--- config.mk ---
export PLATFORM = sky130hd
export DESIGN_NAME = dsdp_queue
export DESIGN_NICKNAME = d
export VERILOG_FILES = /design/src/rtl/core/dynamic_slicing_dp_unit_assert.svh /design/src/rtl/core/dsdp_pkg.sv /design/src/rtl/core/dsdp_queue.sv
export SDC_FILE = /design/constraint.sdc
export NUM_CORES = 1
export LEC_CHECK = 0
export ABC_AREA = 1
export CAP_MARGIN = 20
export CORE_MARGIN = 3
export CORE_UTILIZATION = 55
export DETAILED_ROUTE_END_ITERATION = 8
export DONT_BUFFER_PORTS = 1
export GPL_TIMING_DRIVEN = 0
export MAX_ROUTING_LAYER = met4
export PLACE_DENSITY = 0.7
export REMOVE_ABC_BUFFERS = 1
export SLEW_MARGIN = 5
export SYNTH_ARGS = -nofsm -noshare
export SYNTH_HDL_FRONTEND = slang
export SYNTH_SLANG_ARGS = --single-unit
--- constraint.sdc ---
create_clock -name i_clk -period 5.24 [get_ports i_clk]
set_clock_uncertainty 0.2 [all_clocks]
set_input_delay 0.786 -clock i_clk [delete_from_list [all_inputs] [get_ports i_clk]]
set_output_delay 0.786 -clock i_clk [all_outputs]
set_load 0.01 [all_outputs]
--- src/rtl/core/dynamic_slicing_dp_unit_assert.svh ---
// Assertion helpers for the core modules; only the back module includes them.
`ifndef DYNAMIC_SLICING_DP_UNIT_ASSERT_SVH
`define DYNAMIC_SLICING_DP_UNIT_ASSERT_SVH

// The consequent must hold in the same cycle as the antecedent.
`define DSDP_ASSERT_HOLD(lbl, clk, rst_n, ante, cons, msg) \
    lbl: assert property (@(posedge clk) disable iff (!rst_n) (ante) |-> (cons)) \
        else $error(msg);

// The consequent must hold in the cycle after the antecedent.
`define DSDP_ASSERT_NEXT(lbl, clk, rst_n, ante, cons, msg) \
    lbl: assert property (@(posedge clk) disable iff (!rst_n) (ante) |=> (cons)) \
        else $error(msg);

`endif

--- src/rtl/core/dsdp_pkg.sv ---
package dsdp_pkg;

    localparam int CAT_W   = 3;
    localparam int PEN_W   = 32;
    localparam int MCL_W   = 13;
    localparam int LL_W    = 48;
    localparam int SC_W    = 13;
    localparam int F_W     = 48;
    localparam int SCORE_W = 64;

    // ln(2) in Q.30.
    localparam logic [29:0] LN2_Q30 = 30'd744261118;

    localparam logic signed [SCORE_W-1:0] LL_MAX = 64'sh00007FFFFFFFFFFF;
    localparam logic signed [SCORE_W-1:0] LL_MIN = 64'shFFFF800000000000;

    // One classified sample passed from the front to the back.
    typedef struct packed {
        logic [CAT_W-1:0] cat;
        logic             cut;
        logic             drop;
        logic             last;
    } t_qword;

    typedef enum logic [0:0] {
        CFG_PENALTY   = 1'b0,
        CFG_MIN_CLUMP = 1'b1
    } t_cfg_idx;

    typedef enum logic [3:0] {
        F_SETUP, F_SQUARE, F_LOG_LO, F_LOG_HI, F_LN, F_MUL_LO, F_MUL_HI, F_WRITE, F_DONE
    } t_fill_state;

    typedef enum logic [4:0] {
        B_IDLE, B_PUSH, B_RD_I, B_LD_I, B_RD_J, B_LD_J, B_ACC, B_ADD, B_SUM_A, B_SUM_B,
        B_WR_BEST, B_FIN, B_FIN_A, B_FIN_B, B_FIN_N, B_FIN_M, B_BT, B_BT_W, B_EMIT
    } t_back_state;

endpackage

--- src/rtl/core/dsdp_queue.sv ---
module dsdp_queue (
    input  logic             i_clk,
    input  logic             i_rst_n,
    input  logic             i_valid,
    input  dsdp_pkg::t_qword i_word,
    output logic             o_ready,
    output logic             o_valid,
    output dsdp_pkg::t_qword o_word,
    input  logic             i_ready
);
    import dsdp_pkg::*;

    localparam int DEPTH = 4;
    localparam int AW    = $clog2(DEPTH);

    t_qword        r_mem [DEPTH];
    logic [AW-1:0] r_wp;
    logic [AW-1:0] r_rp;
    logic [AW:0]   r_cnt;
    logic          push;
    logic          pop;

    assign o_ready = (r_cnt != (AW + 1)'(DEPTH));
    assign o_valid = (r_cnt != '0);
    assign o_word  = r_mem[r_rp];
    assign push    = i_valid && o_ready;
    assign pop     = o_valid && i_ready;

    always_ff @(posedge i_clk) begin
        if (!i_rst_n) begin
            r_wp  <= '0;
            r_rp  <= '0;
            r_cnt <= '0;
        end else begin
            if (push) begin
                r_wp <= r_wp + 1'b1;
            end
            if (pop) begin
                r_rp <= r_rp + 1'b1;
            end
            if (push && !pop) begin
                r_cnt <= r_cnt + 1'b1;
            end else if (pop && !push) begin
                r_cnt <= r_cnt - 1'b1;
            end
        end
    end

    always_ff @(posedge i_clk) begin
        if (push) begin
            r_mem[r_wp] <= i_word;
        end
    end

endmodule

# After elaboration in Yosys (flattened, before gate mapping)
# Memory sizes are Yosys's and may differ from the RTL's. A register that Yosys moved wholly into a read port is not among the register bits.
# Index checks and enable logic that the tools add are counted.
dict set report word_totals {
  regBits 7
  ram_bits 24
  output_inout_bits 8
  n_memories 1
}
# memory depth word_bits rd rd_ports_with_merged_regs write_ports line
set mem_list {}
lappend mem_list {r_mem 4 6 1 1 1 dsdp_queue.sv:16} ;# t_qword r_mem [DEPTH];
dict set report classes {
  muxes 6
  addsub 4
  eq_ne 1
  reduce_logical 8
}
# cell count
set op_table {}
lappend op_table {{$mux W3} 2}
lappend op_table {{$add A2 B1 Y2 const B} 2}
lappend op_table {{$logic_and A1 B1 Y1} 4}
lappend op_table {{$mux W2} 2}
lappend op_table {{$add A3 B1 Y3 const B} 1}
lappend op_table {{$ne A3 B3 Y1 const B} 1}
lappend op_table {{$reduce_bool A3 Y1} 1}
lappend op_table {{$sub A3 B1 Y3 const B} 1}
lappend op_table {{$logic_not A1 Y1} 2}
lappend op_table {{$mux W1} 2}
lappend op_table {{$reduce_bool A2 Y1} 1}

# Depth between registers and ports, before layout
# Gate-level depths: netlist of run 1.
dict set report depth {
  depth_word 6
  mapped_depth 13
  mapped_depth_nobuf 13
}

# Least setup slack after synthesis of run 1
# No wires, ideal clock.
dict set report synth_path {
  path_type {input to register}
  startpoint {input i_valid}
  endpoint {register r_cnt[2]}
  arrival_time_ns 1.754
  n_path_buf 0
  stages 11
  required_ns 4.927
  slack_ns 3.174
  cell_sequence {nand2_4 -> inv_2 -> ha_1 -> inv_1 -> fa_1 -> inv_1 -> nand2_1 -> nand3_1 -> nand2_1 -> nand2_1 -> nor2_1}
}
dict set report synth_between {
  elab_chain_len 4
}
# item line
set synth_rtl {}
lappend synth_rtl {{start, declared} dsdp_queue.sv:4} ;# input logic i_valid,
lappend synth_rtl {{$logic_and A1 B1 Y1 *} dsdp_queue.sv:26} ;# assign push = i_valid && o_ready;
lappend synth_rtl {{named net push} dsdp_queue.sv:20} ;# logic push;
lappend synth_rtl {{$logic_not A1 Y1} dsdp_queue.sv:43} ;# end else if (pop && !push) begin
lappend synth_rtl {{$logic_and A1 B1 Y1} dsdp_queue.sv:43}
lappend synth_rtl {{$reduce_bool A2 Y1 (no source line)} n/a}
lappend synth_rtl {{end signal, assigned} dsdp_queue.sv:42} ;# r_cnt <= r_cnt + 1'b1;
lappend synth_rtl {{end signal, assigned} dsdp_queue.sv:44} ;# r_cnt <= r_cnt - 1'b1;
lappend synth_rtl {{end, declared} dsdp_queue.sv:19} ;# logic [AW:0] r_cnt;
# The timed path passes the listed nets; every way through them passes the cells marked *.
# A chain may end at the register's enable or synchronous reset.

==> flow_summary.json, run 1 <==
{
  "wl_per_cell_um": 14.3,
  "totalWireLength_um": 2290,
  "period_needed_ns": 2.60,
  "grt_max_degree": 14,
  "area_growth_pct": 8.77,
  "outcome": "complete, no violations",
  "maxCapViolations": 0,
  "worstSetupPathType": "flop to primary output",
  "critPathCaptureType": "primary output",
  "yosysWarnings": 0,
  "drt_pass1_iterations": 4,
  "ys_seq_area_frac": 0.644,
  "root_buffer": "clkbuf_4",
  "total_power_uw": 783,
  "synth_area_sq_um": 1400,
  "ff2ff_setup_slack_ns": 3.21,
  "io_pins": 18,
  "syn_inst": 126,
  "placementRows": 17,
  "tightest_slew_ns": 0.592,
  "drc": 0,
  "ctsHtreeMaxLevel": 2,
  "switching_share": 0.333,
  "gp_congestion": 0.690,
  "ant_nets": 0,
  "avgSynthCellArea_sq_um": 11.1,
  "synth-seq-cells": 33,
  "fin_nets": 147,
  "clock_latency_ns": 0.33,
  "power_switching_uw": 261,
  "fin_tns_setup_ns": 0,
  "report.final.setup_viol": 0,
  "antenna_cells": 0,
  "grt_setup_unrepaired": "false",
  "synth_top_cell_by_area": "edfxtp_1",
  "place.port_buffers": 0,
  "antenna_found_initial": 0,
  "fp.coreArea_sq_um": 2320,
  "final.fill_count": 183,
  "overflow": 0,
  "leakagePower_uw": 0.000586,
  "cts_tree": "done",
  "ys_top_cells_by_area": "edfxtp_1 52%, dfxtp_1 13%, nor2_1 6.4%",
  "grtUsageTotal": 0.166,
  "most-common-layout-cells": "24 x nor2_1, 24 x edfxtp_1, 15 x inv_1, 14 x o21ai_0, 10 x nand2_1",
  "period_share": 0.496,
  "ir_worst_vdd_uv": 363,
  "cts_buffers": 5,
  "cts_resized": 0,
  "drt_iter0_drc": 27,
  "required_ns": 4.25,
  "max_freq_ghz": 0.385,
  "grt_pass1_wl_um": 3800,
  "cp_max_fo": 13,
  "cp.arrival_ns": 1.61,
  "min_path_type": "flop to flop",
  "seqPwrFrac": 0.460,
  "post-dp-hpwl_um": 1580,
  "final_util": 0.656,
  "dieArea_sq_um": 3180,
  "clock_path_buffers": 2,
  "fp.dieW_um": 56.4,
  "cp-start-kind": "flop",
  "die_y_um": 56.4,
  "hold_violations": 0,
  "clkSinkCount": 33,
  "vias": 871,
  "cts_setup_buffers": 0,
  "drv_slew": 0,
  "clk_pin_slew_ns": 0.10,
  "power_density_nw_per_um2": 515,
  "synth_top_area_frac": 0.515,
  "grt_pass1_vias": 860,
  "p_int_uw": 522,
  "drive_gt1_frac": 0.114,
  "vias_per_cell": 5.44,
  "cts_hold_buffers": 0,
  "relSlewSlack": 0.604,
  "combPwrFrac": 0.269,
  "clockPowerShare": 0.271,
  "start_util": 0.603,
  "yosys.cell_types.count": 17
}
-- critical path, cell delays in order, from the launching register on --
cell,delay (ns)
dfxtp_1,0.59
inv_1,0.28
o21ai_0,0.26
o22ai_1,0.15
-- power by group through the flow --
stage          Combinational, uW  Sequential [uW]  Clock, uW
2_1_floorplan                174              357          0
3_3_place_gp                 199              364          0
3_5_place_dp                 212              366          0
4_1_cts                      214              361        218
5_1_grt                      242              367        231
6_report                     210              360        212
-- final timing paths --
| path | start | endpoint | cells after the start |
|---|---|---|---|
| setup / recovery | flop | o_word[4] | 3 |
| hold / removal | r_rp[0] | flop | 2 |
| setup reg to reg | r_cnt[0] | r_cnt[1] | 9 |
| hold reg to reg | r_rp[0] | flop | 2 |
-- Yosys cell counts --
| master | instances |
|---|---|
| nand2_1 | 10 |
| dfxtp_1 | 9 |
| inv_2 | 1 |
| nand2_4 | 4 |
| o21ai_0 | 14 |
| nor2_4 | 1 |
| a21oi_1 | 4 |
| nand3b_1 | 1 |
| o22ai_1 | 6 |
| nand3_1 | 4 |
| edfxtp_1 | 24 |
| fa_1 | 1 |
| nor2_1 | 24 |
| ha_1 | 5 |
| nand2_2 | 1 |
| buf_2 | 2 |
| inv_1 | 15 |
-- per-layer routing --
metal	up-vias	part of all wire	global-route usage
li1	433	-	-
met1	410	0.36	0.161
met2	26	0.54	0.285
met3	2	0.084	0.0920
met4	0	0.0092	0.0407
met5	-	0	-
-- final cells by class --
class | instances | area (sq um) | area share
sequential | 33 | 901 | 0.592
multi-input combinational | 75 | 428 | 0.281
clock buffer | 6 | 62.6 | 0.0411
inverter | 16 | 60.1 | 0.0395
clock inverter | 2 | 35.0 | 0.0230
tap | 28 | 35.0 | 0.0230
-- cells by family (layout without fill, tap and decap cells) --
group                    count (synthesis)  in the layout  synth area share
AO/OA/AOI/OAI                           24             24            0.0912
adder cells (fa/ha/maj)                  6              6            0.0590
buffers and inverters                   18             24            0.0501
flip-flops                              33             33             0.644
AND/OR/NAND/NOR                         45             45             0.156
-- flip-flops by register name (all words and copies together) (netlist names), named ones only --
register	flops
r_rp	2
r_wp	2
r_mem	24
r_cnt	3
-- stage by stage --
stage,cells,setup slack (ns),instance area [sq um],hold WS (ns)
detailed placement,152,3.04,1420,0.295
global route,160,2.45,1520,0.308
floorplan,124,3.17,1390,0.262
finish,160,2.64,1520,0.306
CTS,160,2.59,1520,0.303
global placement,152,3.07,1420,0.282
Power figures use the tool's default switching activity.
==> run 2, diff against run 1 <==
Settings changed: ABC_AREA 1 to 0, CORE_UTILIZATION 55 to 54, PLACE_DENSITY 0.7 to 0.72.
Clock period 5.24 ns to 2.2 ns, I/O delays scaled along.
==> run 2 against run 1 <==
Design area grew 3.4%. Sequential power grew 150%. Combinational power grew 120%. Core utilization rose by 2.8 points. Synthesized cell count decreased by 37%. Synthesized area fell by 2.2%. Sequential share of layout area is 1.2 points lower. First-iteration DRC count grew 3.7%. Critical endpoint is now r_cnt[2].
==> flow_summary.json, run 2 <==
{
  "synth_area_sq_um": 1370,
  "ys_top_cells_by_area": "edfxtp_1 53%, dfxtp_1 13%, mux4_2 9.9%",
  "ir_worst_vdd_uv": 761,
  "outcome": "complete, no violations",
  "place.port_buffers": 0,
  "synth-seq-cells": 33,
  "grt_max_degree": 12,
  "ys.flop_type": "edfxtp_1",
  "fp.coreArea_sq_um": 2300,
  "drc": 0,
  "hold_violations": 0,
  "area_growth_pct": 15.0,
  "holdPathStages": 3,
  "yosys.cell_types.count": 22,
  "ys_seq_area_frac": 0.659,
  "clock_path_buffers": 2,
  "reg2reg_to": "r_cnt[2]",
  "dieArea_sq_um": 3170,
  "largest_reg_flops": 24,
  "clk_pin_slew_ns": 0.10,
  "vias": 688,
  "period_needed_ns": 2.10,
  "min_path_type": "input pin to flop",
  "ant_nets": 0,
  "reg.largest.list": "r_mem (24), r_cnt (3)",
  "period_share": 0.954,
  "ff_latch_area_sq_um": 912,
  "placementRows": 17,
  "root_buffer": "clkbuf_4",
  "holdWs_ns": 0.111,
  "start_util": 0.595,
  "drt_pass1_iterations": 3,
  "required_ns": 2.25,
  "final.fill_count": 154,
  "top_register": "r_mem",
  "grt_setup_unrepaired": "false",
  "yosysWarnings": 0,
  "fp.dieW_um": 56.3,
  "relSlewSlack": 0.738,
  "clkSinkCount": 33,
  "max_freq_ghz": 0.476,
  "multi_input_area_sq_um": 452,
  "synthArstFlopShare": 0,
  "cts_buffers": 5,
  "drv_slew": 0,
  "worstPathCellList": "o31ai_4 > ha_2 > inv_1 > fa_2 > xor2_1 > or3_1 > a21boi_1",
  "die_y_um": 56.3,
  "avgSynthCellArea_sq_um": 17.3,
  "maxCapViolations": 0,
  "fin_nets": 112,
  "synth_top_cell_by_area": "edfxtp_1",
  "ctsHtreeMaxLevel": 2,
  "drt_iter0_drc": 28,
  "cpPeakStageDelay_ns": 0.38,
  "drive_gt1_frac": 0.299,
  "critPathCaptureType": "flop",
  "gp_congestion": 0.641,
  "r2r_cells": 7,
  "clock_latency_ns": 0.32,
  "overflow": 0,
  "synth-edff-count": 24,
  "cp_slowest_cell": "dfxtp_4",
  "wl_per_cell_um": 17.5,
  "io_pins": 18,
  "vias_per_cell": 5.50,
  "cts_tree": "done",
  "worstSetupPathType": "flop to flop",
  "grtUsageTotal": 0.159,
  "cp_max_fo": 6,
  "grt_pass1_vias": 721,
  "min_from": "i_ready",
  "grt_pass1_wl_um": 3570,
  "leakagePower_uw": 0.000550,
  "post-dp-hpwl_um": 1460,
  "synth_top_area_frac": 0.527,
  "antenna_cells": 0,
  "tightest_slew_ns": 0.393,
  "synth_common_cells": "24 x edfxtp_1, 9 x dfxtp_1, 8 x and2_1, 6 x mux4_2",
  "ff2ff_setup_slack_ns": 0.10,
  "total_power_uw": 1660,
  "synth.most_common_cell": "edfxtp_1",
  "cp.arrival_ns": 2.15,
  "most-common-layout-cells": "24 x edfxtp_1, 8 x and2_1, 7 x dlygate4sd3_1, 6 x mux4_2, 6 x dfxtp_1",
  "report.final.setup_viol": 0,
  "syn_inst": 79,
  "totalWireLength_um": 2180,
  "cp-start-kind": "flop",
  "final_common_cell": "edfxtp_1",
  "reg2reg_from": "r_cnt[1]",
  "antenna_found_initial": 0,
  "power_density_nw_per_um2": 1060
}
[run 2: how the worst max path moves through the flow]
stage / start / end / slack (ns) / cells past startpoint
final: r_cnt[1] / r_cnt[2] / 0.10 / 7
after global placement: r_cnt[0] / r_cnt[2] / -0.20 / 8
after floorplan: r_cnt[0] / r_cnt[2] / -0.07 / 8
after detailed placement: r_cnt[0] / r_cnt[2] / -0.23 / 8
after global routing: r_cnt[1] / r_cnt[2] / 0.006 / 7
after CTS: r_cnt[0] / r_cnt[2] / 0.002 / 7
[run 2: layout make-up]
| cell class | count | share of cell area |
|---|---|---|
| tap | 28 | 0.0223 |
| clock inverter | 3 | 0.0111 |
| inverter | 3 | 0.00716 |
| clock buffer | 5 | 0.0239 |
| multi-input combinational | 41 | 0.287 |
| timing repair buffer | 12 | 0.0684 |
| sequential | 33 | 0.580 |
[run 2: worst max-delay path, delay by kind of cell (launching register included)]
family / cells / cell delay [ns]
buffers and inverters: 1 / 0.05
adders and majority gates: 2 / 0.56
and+or+nand+nor: 1 / 0.30
DFF: 1 / 0.38
xor gates and xnor gates: 1 / 0.15
AOI/OAI and AO/OA: 2 / 0.39
[run 2: what timing repair did]
| item | 4_1_cts | 5_1_grt |
|---|---|---|
| hold endpoints to repair | 33 | 0 |
| setup endpoints to repair | 1 | 1 |
| setup buffers | 2 | 3 |
| resized for setup | 6 | 3 |
| hold buffers | 7 | 0 |
| pin swaps | 2 | 3 |
[run 2: metal layers]
metal | global-route usage | up-vias | wire length [um]
met5 | - | - | 0
met4 | 0.0712 | 0 | 30
met3 | 0.0529 | 4 | 87
met2 | 0.270 | 18 | 1230
met1 | 0.167 | 338 | 832
li1 | - | 328 | -
[run 2: report_power, final]
| part | leakage [uW] | total, uW | internal [uW] | switching [uW] |
|---|---|---|---|---|
| Sequential | 0.000296 | 888 | 778 | 110 |
| Combinational | 0.000223 | 461 | 253 | 208 |
| Clock | 0.0000310 | 312 | 120 | 192 |
| Total | 0.000550 | 1660 | 1150 | 510 |
[run 2: cell families (layout without fill, tap and decap cells)]
| family | Yosys count | count (layout) | synth area share |
|---|---|---|---|
| AND/OR/NAND/NOR | 17 | 17 | 0.0695 |
| multiplexers | 9 | 9 | 0.121 |
| XOR/XNOR | 4 | 4 | 0.0256 |
| adder cells (fa/ha/maj) | 6 | 6 | 0.0604 |
| flip-flops | 33 | 33 | 0.659 |
| AO/OA/AOI/OAI | 5 | 5 | 0.0503 |
| buffers and inverters | 5 | 23 | 0.0146 |
[run 2: metrics by stage]
stage / setup TNS (ns) / cell area [sq um] / util / setup WS [ns] / std cells
detailed placement: -0.235 / 1390 / 0.607 / -0.235 / 105
finish: 0 / 1570 / 0.685 / 0.101 / 125
CTS: 0 / 1550 / 0.673 / 0.00238 / 122
global route: 0 / 1570 / 0.685 / 0.00621 / 125
global placement: -0.202 / 1390 / 0.607 / -0.202 / 105
floorplan: -0.0686 / 1360 / - / -0.0686 / 77
