File: src/rtl/core/dynamic_slicing_dp_unit_assert.svh
// Assertion helpers for the core modules; only the back module includes them.
`ifndef DYNAMIC_SLICING_DP_UNIT_ASSERT_SVH
`define DYNAMIC_SLICING_DP_UNIT_ASSERT_SVH

// The consequent must hold in the same cycle as the antecedent.
`define DSDP_ASSERT_HOLD(lbl, clk, rst_n, ante, cons, msg) \
    lbl: assert property (@(posedge clk) disable iff (!rst_n) (ante) |-> (cons)) \
        else $error(msg);

// The consequent must hold in the cycle after the antecedent.
`define DSDP_ASSERT_NEXT(lbl, clk, rst_n, ante, cons, msg) \
    lbl: assert property (@(posedge clk) disable iff (!rst_n) (ante) |=> (cons)) \
        else $error(msg);

`endif

File: src/rtl/core/dsdp_pkg.sv
package dsdp_pkg;

    localparam int CAT_W   = 3;
    localparam int PEN_W   = 32;
    localparam int MCL_W   = 13;
    localparam int LL_W    = 48;
    localparam int SC_W    = 13;
    localparam int F_W     = 48;
    localparam int SCORE_W = 64;

    // ln(2) in Q.30.
    localparam logic [29:0] LN2_Q30 = 30'd744261118;

    localparam logic signed [SCORE_W-1:0] LL_MAX = 64'sh00007FFFFFFFFFFF;
    localparam logic signed [SCORE_W-1:0] LL_MIN = 64'shFFFF800000000000;

    // One classified sample passed from the front to the back.
    typedef struct packed {
        logic [CAT_W-1:0] cat;
        logic             cut;
        logic             drop;
        logic             last;
    } t_qword;

    typedef enum logic [0:0] {
        CFG_PENALTY   = 1'b0,
        CFG_MIN_CLUMP = 1'b1
    } t_cfg_idx;

    typedef enum logic [3:0] {
        F_SETUP, F_SQUARE, F_LOG_LO, F_LOG_HI, F_LN, F_MUL_LO, F_MUL_HI, F_WRITE, F_DONE
    } t_fill_state;

    typedef enum logic [4:0] {
        B_IDLE, B_PUSH, B_RD_I, B_LD_I, B_RD_J, B_LD_J, B_ACC, B_ADD, B_SUM_A, B_SUM_B,
        B_WR_BEST, B_FIN, B_FIN_A, B_FIN_B, B_FIN_N, B_FIN_M, B_BT, B_BT_W, B_EMIT
    } t_back_state;

endpackage

File: src/rtl/core/dsdp_if.sv
interface dsdp_in_if;
    logic       valid;
    logic       ready;
    logic [2:0] category;
    logic       last_sample;

    modport source (output valid, output category, output last_sample, input ready);
    modport sink (input valid, input category, input last_sample, output ready);
endinterface


File: src/rtl/core/dsdp_front.sv
module dsdp_front #(
    parameter int MAX_SAMPLES = 4096,
    parameter int LEVELS      = 8
) (
    input  logic            i_clk,
    input  logic            i_rst_n,
    dsdp_in_if.sink         i_in,
    input  logic [12:0]     i_min_clump,
    output logic            o_q_valid,
    output dsdp_pkg::t_qword o_q,
    input  logic            i_q_ready
);
    import dsdp_pkg::*;

    localparam int CW = $clog2(MAX_SAMPLES + 1);
    localparam int DW = (CW > MCL_W) ? CW : MCL_W;

    logic [CW-1:0]    r_idx;
    logic [CW-1:0]    r_last_cut;
    logic [CAT_W-1:0] r_prev;
    logic [CAT_W-1:0] cat_r;
    logic [MCL_W-1:0] gran;
    logic [CW-1:0]    span;
    logic             full;
    logic             cut;
    logic             accept;

    // Fold out-of-range categories back into the level range.
    always_comb begin
        cat_r = i_in.category;
        for (int s = 0; s < 3; s++) begin
            if (int'(cat_r) >= LEVELS) begin
                cat_r = CAT_W'(int'(cat_r) - LEVELS);
            end
        end
    end

    assign gran   = (i_min_clump == '0) ? MCL_W'(1) : i_min_clump;
    assign full   = (r_idx == CW'(MAX_SAMPLES));
    assign span   = r_idx - r_last_cut;
    assign cut    = !full && (r_idx != '0) && (cat_r != r_prev) && (DW'(span) >= DW'(gran));
    assign accept = i_in.valid && i_q_ready;

    assign i_in.ready = i_q_ready;
    assign o_q_valid  = i_in.valid;
    assign o_q        = '{cat: cat_r, cut: cut, drop: full, last: i_in.last_sample};

    always_ff @(posedge i_clk) begin
        if (!i_rst_n) begin
            r_idx      <= '0;
            r_last_cut <= '0;
            r_prev     <= '0;
        end else if (accept) begin
            if (i_in.last_sample) begin
                r_idx      <= '0;
                r_last_cut <= '0;
                r_prev     <= '0;
            end else if (!full) begin
                if (cut) begin
                    r_last_cut <= r_idx;
                end
                r_prev <= cat_r;
                r_idx  <= r_idx + 1'b1;
            end
        end
    end

endmodule

File: src/flat_wrapper.sv
// flat-port wrapper written by rule: the top's interface ports become plain ports
module dsdp_front_flat import dsdp_pkg::*;
#(
    parameter int MAX_SAMPLES = 4096,
    parameter int LEVELS      = 8
)
  (i_clk, i_rst_n, i_min_clump, o_q_valid, o_q, i_q_ready, i_in_valid, i_in_category, i_in_last_sample, i_in_ready);
  dsdp_in_if i_in_i ();
  input  logic i_clk;
  input  logic i_rst_n;
  input  logic [12:0] i_min_clump;
  output logic o_q_valid;
  output dsdp_pkg::t_qword o_q;
  input  logic i_q_ready;
  input wire logic [$bits(i_in_i.valid)-1:0] i_in_valid;
  input wire logic [$bits(i_in_i.category)-1:0] i_in_category;
  input wire logic [$bits(i_in_i.last_sample)-1:0] i_in_last_sample;
  output wire logic [$bits(i_in_i.ready)-1:0] i_in_ready;
  assign i_in_i.valid = i_in_valid;
  assign i_in_i.category = i_in_category;
  assign i_in_i.last_sample = i_in_last_sample;
  assign i_in_ready = i_in_i.ready;
  dsdp_front #(.MAX_SAMPLES(MAX_SAMPLES), .LEVELS(LEVELS)) u_core (.i_clk(i_clk), .i_rst_n(i_rst_n), .i_in(i_in_i), .i_min_clump(i_min_clump), .o_q_valid(o_q_valid), .o_q(o_q), .i_q_ready(i_q_ready));
endmodule
File: config.mk
export PLATFORM = sky130hd
export DESIGN_NAME = dsdp_front_flat
export DESIGN_NICKNAME = d
export VERILOG_FILES = /design/src/rtl/core/dynamic_slicing_dp_unit_assert.svh /design/src/rtl/core/dsdp_pkg.sv /design/src/rtl/core/dsdp_if.sv /design/src/rtl/core/dsdp_front.sv /design/src/flat_wrapper.sv
export SDC_FILE = /design/constraint.sdc
export NUM_CORES = 1
export LEC_CHECK = 0
export BUFFER_PORTS_ARGS = -buffer_cell sky130_fd_sc_hd__buf_2
export CORE_UTILIZATION = 49
export CTS_CLUSTER_SIZE = 16
export DETAILED_ROUTE_END_ITERATION = 6
export PLACE_DENSITY = 0.66
export SYNTH_ARGS = -nofsm -noshare
export SYNTH_HDL_FRONTEND = slang
export SYNTH_SLANG_ARGS = --single-unit
File: constraint.sdc
create_clock -name i_clk -period 4.7 [get_ports i_clk]
set_clock_uncertainty 0.15 [all_clocks]
set_input_delay 0.235 -clock i_clk [delete_from_list [all_inputs] [get_ports i_clk]]
set_output_delay 0.235 -clock i_clk [all_outputs]
set_load 0.02 [all_outputs]
[Word level (Yosys, flattened, before mapping)]
Cells that the tools add are included.
Operators by class
  $add $sub $neg: 2
  multipliers: 0
  div/mod/pow operators: 0
  order comparisons: 1
  equality and inequality tests: 3
  shifts and indexed selects: 0
  multiplexer cells: 8
  bitwise logic cells: 0
  reduce and logical (&&, ||, !) cells: 10
Operators with widths (number)
  $mux W13: 6
  $add A13 B1 Y13 const B: 1
  $eq A13 B13 Y1 const B: 1
  $ge A13 B13 Y1: 1
  $logic_not A13 Y1: 1
  $reduce_bool A13 Y1: 1
  $sub A13 B13 Y13: 1
  $mux W3: 2
  $logic_and A1 B1 Y1: 4
  $ne A3 B3 Y1: 1
  $reduce_and A3 Y1: 1
  $ne A2 B2 Y1 const B: 1
  $reduce_and A2 Y1: 1
  $reduce_bool A2 Y1: 1
  $logic_not A1 Y1: 1
Storage, ports and cells
  register bits after elaboration: 29
  bits in latches: 0
  memory bits (writable): 0
  ROM bits: 0
  input port bits: 21
  memories: 0

[Depth between registers and ports, before layout]
Gate-level depths: netlist of run 1.
  word-level depth: 8
  mapped depth: 17
  mapped depth without buffers: 16

[Least setup slack after synthesis of run 1]
OpenSTA, ideal clock, no wires.
  path type: register to register
  start: register u_core.r_last_cut[1]
  end: register u_core.r_last_cut[4]
  setup time: 117 ps
  data arrival time: 3665 ps
  required time: 4433 ps
  path slack: 768 ps
  cell stages (with the launch flop): 16
  path through: dfxtp_1 -> inv_1 -> ha_1 -> nor2b_1 -> o31a_1 -> or4_1 -> a31oi_1 -> o41ai_1 -> xor2_1 -> ha_1 -> nand4_1 -> or4_4 -> a31oi_4 -> o21ai_2 -> buf_6 -> a22o_1
On the way
  longest elaborated chain between the ends: 5
RTL lines
  start, declared: line dsdp_front.sv:19  | logic [CW-1:0] r_last_cut;
  start signal, assigned: line dsdp_front.sv:60  | r_last_cut <= r_idx;
  $sub A13 B13 Y13: line dsdp_front.sv:40  | assign span = r_idx - r_last_cut;
  $ge A13 B13 Y1: line dsdp_front.sv:41  | assign cut = !full && (r_idx != '0) && (cat_r != r_prev) && (DW'(span) >= DW'(gran));
  $logic_and A1 B1 Y1: line dsdp_front.sv:41
  via u_core.cut: line dsdp_front.sv:25  | logic cut;
  $reduce_bool A2 Y1 (no line)
  $reduce_and A3 Y1 (no line)
The timed path passes the listed nets, and every way through them passes these cells.
A chain may end at the register's enable or synchronous reset.

==> summary.md, run 1 <==
| Metric | Value |
|---|---|
| Maximum level of the CTS H-tree | `2` |
| Register clock-pin slew on the reported worst setup and hold paths | `0.06 ns` |
| Num ports | `29` |
| Worst path setup slack after routing | `approximately 0.32 ns` |
| Worst-margin pin slew | `approximately 0.8 ns` |
| Proportion of power drawn by the clock network | `36.9%` |
| First-pass GRT wire length | `about 8400 µm` |
| Power per standard cell area | `200 nW/µm²` |
| Cell area reported after detailed placement | `2390 µm²` |
| Final number of hold-violating endpoints | `0` |
| Largest family of logic cells by synthesized area | `simple AND/OR/NAND/NOR gates` |
| Area growth syn-to-layout | `7.42%` |
| Final period demand of the worst path | `around 4.4 ns` |
| Non-Filler Cell Area, Final | `~2500 µm²` |
| Hold wc startpoint | `i_in_category[0]` |
| Origin of the critical flop-to-flop path | `u_core.r_last_cut[1]` |
| Resize count post-CTS | `0` |
| Area of the die | `between 4000 and 5000 µm²` |
| Switching power | `between 0.0001 and 0.00015 W` |
| Number of synthesized flops with an enable pin | `0` |
| Number of instances in the synthesized netlist | `277` |
| Flop and latch count out of synthesis | `29` |
| Proportion of synthesized flip-flops having asynchronous set or reset | `0%` |
| Critical Path Sink Type | `output port` |
| Post-synthesis cell type count | `51` |
| Post-CTS Setup Repair Bufs | `0` |
| Lkg Pwr | `roughly 1.1 nW` |
| Count of TritonRoute iterations in the first routing pass | `4` |
| Count of hold-fix buffers inserted at cts | `0` |
| Syn_area_per_cell | `between 8 and 9 µm²` |
| Overall overflow remaining after global route | `0` |
| Result of the run | `finished, final reports clean` |
| WP data arrival | `roughly 4.0 ns` |
| Routed length per instance | `between 10 and 15 µm` |
| Final routed DRC violation total | `0` |
| Fmax achieved | `228 MHz` |
| Starting utilization of the core area | `around half` |
| CTS root buf | `sky130_fd_sc_hd__clkbuf_8` |
| Sequential share of power | `50.8%` |
| Initial antenna violation count | `0` |
| Buffers on Ports | `28` |
| Mux share of post-synthesis cell area | `~1.7%` |
| Buffer depth of the longest clock path | `2` |
| Number of fillers in the final layout | `448` |
| Share of synthesized area occupied by flip-flops and latches | `25.3%` |
| Fraction of final layout cells with drive strength greater than 1 | `~15%` |
| Type of element launching the critical path | `register` |
| Sink Count | `29` |
| # Max-Cap Violations | `0` |
| Required time of the critical path | `between 4 and 5 ns` |
| Leading register cell type out of synthesis | `sky130_fd_sc_hd__dfxtp_1` |
| Combined global-route utilization of all metal layers | `between 20% and 30%` |
| Via total after detailed routing | `~1.9k` |
| Compound-gate portion of the synthesized area | `18.1%` |
| Vias/cell | `approximately 5.5` |
| Final-stage net count | `~350` |
| Syn Nets | `between 300 and 400` |
| Detail Placement HPWL | `3670 µm` |
| Finish-stage setup viols | `0` |
| Setup repair after global routing missed its margin | `no` |
| Proportion of total power due to net switching | `between 20% and 30%` |
| Post-layout total power | `a little under 0.0005 W` |
| VDD IR-drop max | `between 0.15 and 0.2 mV` |
| Row count | `24` |
| Most Frequent Cell on Critical Path | `sky130_fd_sc_hd__ha_1` |
| Slowest CP cell | `sky130_fd_sc_hd__or4_4` |
| Simple-gate share of the synthesized area | `between 20% and 30%` |
| Later-pin clock latency in the skew report | `~0.27 ns` |
| Worst path max stage delay | `between 0.5 and 0.6 ns` |
| Routed WL | `about 4600 µm` |
| Tightest Hold Check Type | `in -> reg` |
| Finished Core Util | `a little under three fifths` |
| CORE AREA | `approximately 4400 µm²` |
| DP Worst Slack | `around 0.47 ns` |
| Final weighted congestion of routability-driven global placement | `just under 0.8` |
| Clock tree from TritonCTS | `done` |
| Vias in the first global route | `approximately 1.8k` |
| Crit Path Category | `reg -> out` |
| Synth warnings | `0` |
| Fin Setup TNS | `0 ns` |
| Worst setup path startpoint | `u_core.r_last_cut[1]` |
| Number of buffers added by the clock tree synthesis step | `5` |
| Maximum number of pins on one net before global-route repair | `18` |
| CP Cell Sequence | `inv_1 > ha_1 > nor2b_1 > o31a_1 > or4_1 > a31oi_1 > o41ai_1 > xor2_1 > ha_1 > nand4_1 > or4_4 > a31oi_4 > buf_2` |
| Worst slew margin | `between 40% and 50%` |
| Die Span X | `between 70 and 80 µm` |
| Pins over their slew limit | `0` |
| Combinational share of power | `roughly 12%` |
| Number of inserted diodes | `0` |
| Period Utilization, post-route | `about 93%` |
| Peak fanout along the critical path | `5` |
| Vertical die dimension | `~70 µm` |
| Antenna-violating nets left | `0` |
| Area of the mapped netlist | `between 2000 and 2500 µm²` |
| DRC violation total after the first TritonRoute iteration | `between 80 and 90` |
| Post-synthesis xor/xnor area fraction | `under 10%` |
| Internal power contribution | `approximately 0.00037 W` |
| Post-synthesis adder-cell area fraction | `15.6%` |
[layer usage]
metal	up-vias	wire length, µm	GRT usage (%)
li1	1012	-	-
met5	-	0	0
met1	889	2390	28.7
met2	15	2140	34.1
met4	0	25	4.67
met3	4	90	4.33
[through the flow]
| stage | hold slack, ns | std cells |
|---|---|---|
| CTS | 0.0793 | 348 |
| global placement | 0.315 | 342 |
| finish | 0.0770 | 348 |
| detailed placement | 0.318 | 342 |
| floorplan | 0.229 | 277 |
| global route | 0.0906 | 348 |
[path summary, 6_finish.rpt]
path	end	slack (ns)	cells past startpoint
setup reg to reg	u_core.r_last_cut[5]	0.44	14
hold reg to reg	u_core.r_last_cut[11]	0.34	1
hold / removal	u_core.r_prev[0]	0.08	3
setup / recovery	o_q[2]	0.32	13
[state kept, by name (all words and copies together) (netlist names)]
name / cells
u_core.r_prev: 3
u_core.r_idx: 13
u_core.r_last_cut: 13
[placed cells by master (no fill, tap or decap), types with 11 or more instances in the layout]
| master | count |
|---|---|
| sky130_fd_sc_hd__dfxtp_1 | 29 |
| sky130_fd_sc_hd__nand2_1 | 11 |
| sky130_fd_sc_hd__inv_1 | 33 |
| sky130_fd_sc_hd__a22o_1 | 12 |
| sky130_fd_sc_hd__nor2_1 | 33 |
| sky130_fd_sc_hd__buf_2 | 28 |
| sky130_fd_sc_hd__a21oi_1 | 13 |
| sky130_fd_sc_hd__nand3_1 | 12 |
| sky130_fd_sc_hd__xnor2_1 | 15 |
| sky130_fd_sc_hd__ha_1 | 27 |
[cell usage after synthesis (3+ instances only)]
| library cell | n | share of area, % |
|---|---|---|
| sky130_fd_sc_hd__mux2i_1 | 4 | 1.7 |
| sky130_fd_sc_hd__o21ai_0 | 6 | 1.3 |
| sky130_fd_sc_hd__xnor2_1 | 15 | 5.7 |
| sky130_fd_sc_hd__nand4_1 | 6 | 1.6 |
| sky130_fd_sc_hd__nand2_1 | 11 | 1.8 |
| sky130_fd_sc_hd__nor2_1 | 33 | 5.4 |
| sky130_fd_sc_hd__nor3_1 | 6 | 1.3 |
| sky130_fd_sc_hd__buf_4 | 9 | 2.9 |
| sky130_fd_sc_hd__clkbuf_1 | 4 | 0.65 |
| sky130_fd_sc_hd__ha_1 | 27 | 15 |
| sky130_fd_sc_hd__inv_1 | 33 | 5.4 |
| sky130_fd_sc_hd__a21oi_1 | 13 | 2.8 |
| sky130_fd_sc_hd__nor2b_1 | 3 | 0.82 |
| sky130_fd_sc_hd__nor4_1 | 9 | 2.5 |
| sky130_fd_sc_hd__nand3_1 | 12 | 2.6 |
| sky130_fd_sc_hd__a22o_1 | 12 | 4.6 |
| sky130_fd_sc_hd__xor2_1 | 6 | 2.3 |
| sky130_fd_sc_hd__dfxtp_1 | 29 | 25 |
| sky130_fd_sc_hd__nor4b_1 | 3 | 1.1 |
[power groups by stage]
stage	Sequential [W]	Clock, W	Combinational, W
after global placement	0.000255	0	0.0000600
after global routing	0.000250	0.000197	0.0000694
after floorplan	0.000255	0	0.0000437
after detailed placement	0.000255	0	0.0000603
after CTS	0.000250	0.000185	0.0000606
final	0.000250	0.000182	0.0000601
[area by class of cell]
class | instances | area, µm² | share of cell area, %
clock buffer | 5 | 68.8 | 2.79
inverter | 33 | 124 | 5.03
multi-input combinational | 200 | 1480 | 60.1
tap | 52 | 65.1 | 2.64
timing repair buffer | 28 | 140 | 5.69
clock inverter | 1 | 5.00 | 0.203
sequential | 29 | 581 | 23.6
[worst max-delay path, delay by kind of cell (launching register included)]
kind                       cells  cell delay (ns)
xor gates and xnor gates       1             0.16
AOI/OAI and AO/OA              4             1.04
adders and majority gates      2             0.60
DFF                            1             0.39
buffers and inverters          2             0.27
and+or+nand+nor                4             1.26
[cells by family (layout without fill, tap and decap cells)]
logic type / after synthesis / in the layout
muxes: 4 / 4
and+or+nand+nor: 94 / 94
AOI/OAI and AO/OA: 53 / 53
xor gates and xnor gates: 21 / 21
DFF: 29 / 29
adders and majority gates: 28 / 28
buffers and inverters: 48 / 67
Power figures use the tool's default switching activity.
==> run 2, diff against run 1 <==
- CORE_UTILIZATION: 49 -> 50
- PLACE_DENSITY: 0.66 -> 0.67
==> summary.md, run 2 (synthesized netlist as in run 1, its figures left out) <==
| Metric | Value |
|---|---|
| Result of the run | `finished, final reports clean` |
| Multi-input gate area | `1480 µm² (unchanged)` |
| Overall overflow remaining after global route | `0 (unchanged)` |
| Count of hold-fix buffers inserted at cts | `0 (unchanged)` |
| Maximum number of pins on one net before global-route repair | `18 (unchanged)` |
| # Max-Cap Violations | `0 (unchanged)` |
| Routed WL | `4610 µm (-0.82%)` |
| Initial antenna violation count | `0 (unchanged)` |
| Proportion of power drawn by the clock network | `39.4% (+2.5 points)` |
| Num ports | `29 (unchanged)` |
| Fraction of final layout cells with drive strength greater than 1 | `15.2% (-0.051 points)` |
| Post-CTS Setup Repair Bufs | `0 (unchanged)` |
| First-pass GRT wire length | `8220 µm (-1.7%)` |
| Combinational share of power | `11.8% (-0.4 points)` |
| Number of fillers in the final layout | `418 (-6.7%)` |
| Antenna-violating nets left | `0 (unchanged)` |
| Post-placement cell count | `342 (unchanged)` |
| Power per standard cell area | `207 nW/µm² (+3.7%)` |
| Vias in the first global route | `1861 (+1.1%)` |
| VDD IR-drop max | `0.176 mV (-11%)` |
| Number of standard cells in the layout, taps in and fillers out | `349 (+0.29%)` |
| Lkg Pwr | `1.09 nW (+0.41%)` |
| Final-stage net count | `346 (unchanged)` |
| Area growth syn-to-layout | `7.97%` |
| Starting utilization of the core area | `52.3% (+0.36 points)` |
| Die Span X | `69.7 µm (-0.97%)` |
| Area of the die | `4860 µm² (-1.9%)` |
| Row count | `24 (unchanged)` |
| Sequential share of power | `48.8% (-2.0 points)` |
| Internal power contribution | `0.000388 W (+5.1%)` |
| Worst path setup slack after routing | `0.268 ns (-0.0490 ns)` |
| Crit Path Category | `reg -> out` |
| Vertical die dimension | `69.7 µm (-0.97%)` |
| Fmax achieved | `226 MHz (-1.1%)` |
| Later-pin clock latency in the skew report | `0.28 ns (about the same)` |
| Detail Placement HPWL | `3580 µm (-2.5%)` |
| CP Cell Sequence | `inv_1 > ha_1 > nor2b_1 > o31a_1 > or4_1 > a31oi_1 > o41ai_1 > xor2_1 > ha_1 > nand4_1 > or4_4 > a31oi_4 > buf_2` |
| Buffer depth of the longest clock path | `2 (unchanged)` |
| Required time of the critical path | `4.32 ns (about the same)` |
| Peak fanout along the critical path | `5 (unchanged)` |
| Final weighted congestion of routability-driven global placement | `0.787 (about the same)` |
| Vias/cell | `5.55 (+0.60%)` |
| Finish-stage setup viols | `0 (unchanged)` |
| Count of TritonRoute iterations in the first routing pass | `4 (unchanged)` |
| Most Frequent Cell on Critical Path | `sky130_fd_sc_hd__ha_1` |
| Via total after detailed routing | `1937 (+0.89%)` |
| Register clock-pin slew on the reported worst setup and hold paths | `0.06 ns (about the same)` |
| WP data arrival | `4.05 ns (+0.05 ns)` |
| CTS root buf | `sky130_fd_sc_hd__clkbuf_8` |
| Final routed DRC violation total | `0 (unchanged)` |
| Largest registers in the final layout | `u_core.r_idx: 13 flops, u_core.r_last_cut: 13 flops, u_core.r_prev: 3 flops` |
| Worst path max stage delay | `0.57 ns (about the same)` |
| Maximum level of the CTS H-tree | `2 (unchanged)` |
| DP Worst Slack | `0.440 ns (-0.0292 ns)` |
| Worst slew margin | `47.1% (-0.70 points)` |
| Final number of hold-violating endpoints | `0 (unchanged)` |
| Number of buffers added by the clock tree synthesis step | `5 (unchanged)` |
| Switching power | `0.000124 W (+1.3%)` |
| Critical Path Sink Type | `output port` |
| Tightest Hold Check Type | `in -> reg` |
| Final period demand of the worst path | `4.43 ns (+0.0490 ns)` |
| CORE AREA | `4380 µm² (-0.68%)` |
| Sink Count | `29 (unchanged)` |
| Sequential cell area | `581 µm² (unchanged)` |
| Number of inserted diodes | `0 (unchanged)` |
| Slowest CP cell | `sky130_fd_sc_hd__or4_4` |
| Proportion of total power due to net switching | `24.2% (-0.68 points)` |
| Routed length per instance | `13.2 µm (-1.1%)` |
| Minimum setup slack among reg-to-reg paths | `0.40 ns (-0.04 ns)` |
| Period Utilization, post-route | `94.3% (+1.0 points)` |
| Resize count post-CTS | `0 (unchanged)` |
| DRC violation total after the first TritonRoute iteration | `134 (+54%)` |
| CP top delay family | `simple AND/OR/NAND/NOR gates` |
| Most used cells in the layout excluding fill and tap cells | `sky130_fd_sc_hd__inv_1 (33), sky130_fd_sc_hd__nor2_1 (33), sky130_fd_sc_hd__dfxtp_1 (29)` |
| Type of element launching the critical path | `register` |
| Fin Setup TNS | `0 ns (unchanged)` |
| Clock tree from TritonCTS | `done` |
| Combined buffer and inverter count along the critical path | `2 (unchanged)` |
| Buffers on Ports | `28 (unchanged)` |
| Pins over their slew limit | `0 (unchanged)` |
| Combined global-route utilization of all metal layers | `21.0% (-0.067 points)` |
| Worst-margin pin slew | `0.793 ns (+0.0105 ns)` |
| Setup repair after global routing missed its margin | `no` |
==> run 2: changes by cell type in the layout (fill, tap and decap cells not counted), sizes merged <==
| cell | change |
|---|---|
| clkbuf | +2 |
| clkinv | -1 |
==> run 2: final cells by class <==
cell class	count	share of cell area, %
clock buffers	7	3.49
inverters	33	5.01
multi-input cells	200	59.8
flip-flops and latches	29	23.5
well taps	52	2.63
repair buffers	28	5.66
==> run 2: worst register-to-register path, cell delays in order, from the launching register on <==
cell	delay, ns
sky130_fd_sc_hd__dfxtp_1	0.38
sky130_fd_sc_hd__inv_1	0.06
sky130_fd_sc_hd__ha_1	0.28
sky130_fd_sc_hd__nor2b_1	0.14
sky130_fd_sc_hd__o31a_1	0.27
sky130_fd_sc_hd__or4_1	0.42
sky130_fd_sc_hd__a31oi_1	0.41
sky130_fd_sc_hd__o41ai_1	0.15
sky130_fd_sc_hd__xor2_1	0.16
sky130_fd_sc_hd__ha_1	0.32
sky130_fd_sc_hd__nand4_1	0.15
sky130_fd_sc_hd__or4_4	0.57
sky130_fd_sc_hd__a31oi_4	0.24
sky130_fd_sc_hd__o21ai_2	0.21
sky130_fd_sc_hd__a22o_1	0.28
==> run 2: per-layer routing <==
layer | track usage [%] | up-vias | wire (µm)
met5 | 0 | - | 0
met4 | 5.33 | 0 | 16
met3 | 5.96 | 2 | 162
met2 | 34.4 | 32 | 2080
met1 | 27.2 | 890 | 2360
li1 | - | 1013 | -
==> run 2: per-stage QoR <==
step | hold slack, ns | util [%] | cell area (µm²) | total power, W
after global placement | 0.314 | 54.5 | 2390 | 0.000315
after detailed placement | 0.317 | 54.5 | 2390 | 0.000316
after global routing | 0.0937 | 56.4 | 2470 | 0.000538
after CTS | 0.0702 | 56.4 | 2470 | 0.000517
final | 0.0875 | 56.4 | 2470 | 0.000512
after floorplan | 0.229 | - | 2290 | 0.000299
==> run 2: power groups by stage <==
stage | registers [W] | logic, W | clock network (W)
after global routing | 0.000250 | 0.0000693 | 0.000218
after floorplan | 0.000255 | 0.0000437 | 0
after CTS | 0.000250 | 0.0000605 | 0.000207
final | 0.000250 | 0.0000603 | 0.000202
after detailed placement | 0.000255 | 0.0000603 | 0
after global placement | 0.000255 | 0.0000595 | 0
==> run 2: final timing paths <==
path                                             from                    end  depth (start not counted)
worst max-delay path             u_core.r_last_cut[1]                 o_q[2]                         13
worst min-delay path                 i_in_category[1]       u_core.r_prev[1]                          3
worst max register to register   u_core.r_last_cut[1]   u_core.r_last_cut[7]                         14
worst min register to register  u_core.r_last_cut[11]  u_core.r_last_cut[11]                          1
==> run 3, diff against run 2 <==
- CTS_BUF_LIST: unset -> sky130_fd_sc_hd__clkbuf_8
- SLEW_MARGIN: unset -> 10
==> summary.md, run 3 (synthesized netlist as in run 1, its figures left out) <==
| Metric | Value |
|---|---|
| Post-placement cell count | `342 (unchanged)` |
| Number of fillers in the final layout | `418 (unchanged)` |
| CORE AREA | `4380 µm² (unchanged)` |
| Fin Setup TNS | `0 ns (unchanged)` |
| Hold wc startpoint | `i_in_category[2]` |
| Initial antenna violation count | `0 (unchanged)` |
| Critical Path Sink Type | `output port` |
| Power per standard cell area | `206 nW/µm² (-0.56%)` |
| Origin of the critical flop-to-flop path | `u_core.r_last_cut[1]` |
| Vertical die dimension | `69.7 µm (unchanged)` |
| Later-pin clock latency in the skew report | `0.28 ns (about the same)` |
| First-pass GRT wire length | `8220 µm (unchanged)` |
| Length in cells of the worst reg-to-reg path | `14 (unchanged)` |
| Vias/cell | `5.58 (+0.52%)` |
| VDD IR-drop max | `0.173 mV (-2.0%)` |
| Required time of the critical path | `4.32 ns (about the same)` |
| Vias in the first global route | `1861 (unchanged)` |
| Setup repair after global routing missed its margin | `no` |
| Starting utilization of the core area | `52.3% (unchanged)` |
| Maximum number of pins on one net before global-route repair | `18 (unchanged)` |
| Number of buffers added by the clock tree synthesis step | `5 (unchanged)` |
| Routed length per instance | `13.2 µm (about the same)` |
| Combinational share of power | `11.8% (about the same)` |
| Count of TritonRoute iterations in the first routing pass | `4 (unchanged)` |
| Cell area reported after detailed placement | `2390 µm² (unchanged)` |
| Fmax achieved | `226 MHz (about the same)` |
| Tightest Hold Check Type | `in -> reg` |
| Post-CTS Setup Repair Bufs | `0 (unchanged)` |
| Post-Route Hold Slack | `0.0873 ns (-0.000180 ns)` |
| Via total after detailed routing | `1947 (+0.52%)` |
| Non-Filler Cell Area, Final | `2470 µm² (unchanged)` |
| Register clock-pin slew on the reported worst setup and hold paths | `0.06 ns (about the same)` |
| Clock tree from TritonCTS | `done` |
| Area growth syn-to-layout | `7.97% (unchanged)` |
| Routed WL | `4610 µm (about the same)` |
| Die Span X | `69.7 µm (unchanged)` |
| Largest registers in the final layout | `u_core.r_idx: 13 flops, u_core.r_last_cut: 13 flops, u_core.r_prev: 3 flops` |
| Sink Count | `29 (unchanged)` |
| Final period demand of the worst path | `4.43 ns (+0.00149 ns)` |
| Worst r2r dst | `u_core.r_last_cut[7]` |
| Maximum level of the CTS H-tree | `2 (unchanged)` |
| Num ports | `29 (unchanged)` |
| WP data arrival | `4.05 ns (about the same)` |
| Fraction of final layout cells with drive strength greater than 1 | `15.2% (unchanged)` |
| Most common cell after layout, fill and taps aside | `sky130_fd_sc_hd__inv_1` |
| Buffer depth of the longest clock path | `2 (unchanged)` |
| Worst hold path endpoint | `u_core.r_prev[2]` |
| Worst-margin pin slew | `0.772 ns (-0.0210 ns)` |
| Detail Placement HPWL | `3580 µm (unchanged)` |
| Peak fanout along the critical path | `5 (unchanged)` |
| Number of cells on the worst hold path | `3 (unchanged)` |
| Final routed DRC violation total | `0 (unchanged)` |
| Count of hold-fix buffers inserted at cts | `0 (unchanged)` |
| Antenna-violating nets left | `0 (unchanged)` |
| Buffers on Ports | `28 (unchanged)` |
| Minimum setup slack among reg-to-reg paths | `0.40 ns (about the same)` |
| Finish-stage setup viols | `0 (unchanged)` |
| Internal power contribution | `0.000386 W (-0.57%)` |
| Result of the run | `finished, final reports clean` |
| Type of element launching the critical path | `register` |
| CTS root buf | `sky130_fd_sc_hd__clkbuf_8` |
| Final number of hold-violating endpoints | `0 (unchanged)` |
| Sequential share of power | `49.1% (+0.3 points)` |
| Resize count post-CTS | `0 (unchanged)` |
| Pins over their slew limit | `0 (unchanged)` |
| Period Utilization, post-route | `94.3% (about the same)` |
| # Max-Cap Violations | `0 (unchanged)` |
| Final weighted congestion of routability-driven global placement | `0.787 (unchanged)` |
| Number of standard cells in the layout, taps in and fillers out | `349 (unchanged)` |
| Number of inserted diodes | `0 (unchanged)` |
| Most used cells in the layout excluding fill and tap cells | `sky130_fd_sc_hd__inv_1 (34), sky130_fd_sc_hd__nor2_1 (33), sky130_fd_sc_hd__dfxtp_1 (29)` |
| Worst slew margin | `48.5% (+1.4 points)` |
| Combined global-route utilization of all metal layers | `21.0% (unchanged)` |
| Switching power | `0.000123 W (-0.52%)` |
| Crit Path Category | `reg -> out` |
| DRC violation total after the first TritonRoute iteration | `134 (unchanged)` |
| Overall overflow remaining after global route | `0 (unchanged)` |
| Area of the die | `4860 µm² (unchanged)` |
| Lkg Pwr | `1.10 nW (+0.38%)` |
| Row count | `24 (unchanged)` |
| Proportion of power drawn by the clock network | `39.1% (-0.3 points)` |
| Proportion of total power due to net switching | `24.2% (about the same)` |
| Final-stage net count | `346 (unchanged)` |
## run 3: worst max-delay path by stage
stage / cells after the start / end / startpoint / slack (ns)
3_3_place_gp: 14 / u_core.r_last_cut[10] / u_core.r_last_cut[1] / 0.46
6_report: 13 / o_q[2] / u_core.r_last_cut[1] / 0.27
5_1_grt: 13 / o_q[2] / u_core.r_last_cut[1] / 0.01
2_1_floorplan: 15 / u_core.r_last_cut[4] / u_core.r_last_cut[1] / 0.77
4_1_cts: 13 / o_q[2] / u_core.r_last_cut[1] / 0.26
3_5_place_dp: 14 / u_core.r_last_cut[0] / u_core.r_last_cut[1] / 0.44
## run 3: worst max-delay path, cell delays in order (launching register included)
cell	delay [ns]
sky130_fd_sc_hd__dfxtp_1	0.38
sky130_fd_sc_hd__inv_1	0.06
sky130_fd_sc_hd__ha_1	0.28
sky130_fd_sc_hd__nor2b_1	0.14
sky130_fd_sc_hd__o31a_1	0.27
sky130_fd_sc_hd__or4_1	0.42
sky130_fd_sc_hd__a31oi_1	0.41
sky130_fd_sc_hd__o41ai_1	0.15
sky130_fd_sc_hd__xor2_1	0.16
sky130_fd_sc_hd__ha_1	0.32
sky130_fd_sc_hd__nand4_1	0.15
sky130_fd_sc_hd__or4_4	0.57
sky130_fd_sc_hd__a31oi_4	0.24
sky130_fd_sc_hd__buf_2	0.21
## run 3: power groups by stage
| stage | Clock (W) | Sequential, W | Combinational [W] |
|---|---|---|---|
| floorplan | 0 | 0.000255 | 0.0000437 |
| global placement | 0 | 0.000255 | 0.0000595 |
| detailed placement | 0 | 0.000255 | 0.0000603 |
| CTS | 0.000205 | 0.000250 | 0.0000605 |
| global route | 0.000216 | 0.000250 | 0.0000693 |
| finish | 0.000199 | 0.000250 | 0.0000602 |
## run 3: area by class of cell
type	count	area (µm²)	area share, %
Timing Repair Buffer	28	140	5.66
Clock buffer	6	82.6	3.34
Inverter	33	124	5.01
Tap cell	52	65.1	2.63
Clock inverter	1	3.75	0.152
Sequential cell	29	581	23.5
Multi-Input combinational cell	200	1480	59.8
## run 3: stage by stage
stage               worst slack (ns)  util, %  total power [W]
floorplan                      0.768        -         0.000299
global placement               0.456     54.5         0.000315
detailed placement             0.440     54.5         0.000316
CTS                            0.260     56.4         0.000515
global route                  0.0132     56.4         0.000536
finish                         0.266     56.4         0.000509
## run 3: layer usage
metal | GRT usage, % | routed length, µm | vias up
li1 | - | - | 1012
met1 | 27.2 | 2320 | 894
met4 | 5.33 | 31 | 0
met3 | 5.96 | 180 | 5
met5 | 0 | 0 | -
met2 | 34.4 | 2080 | 36
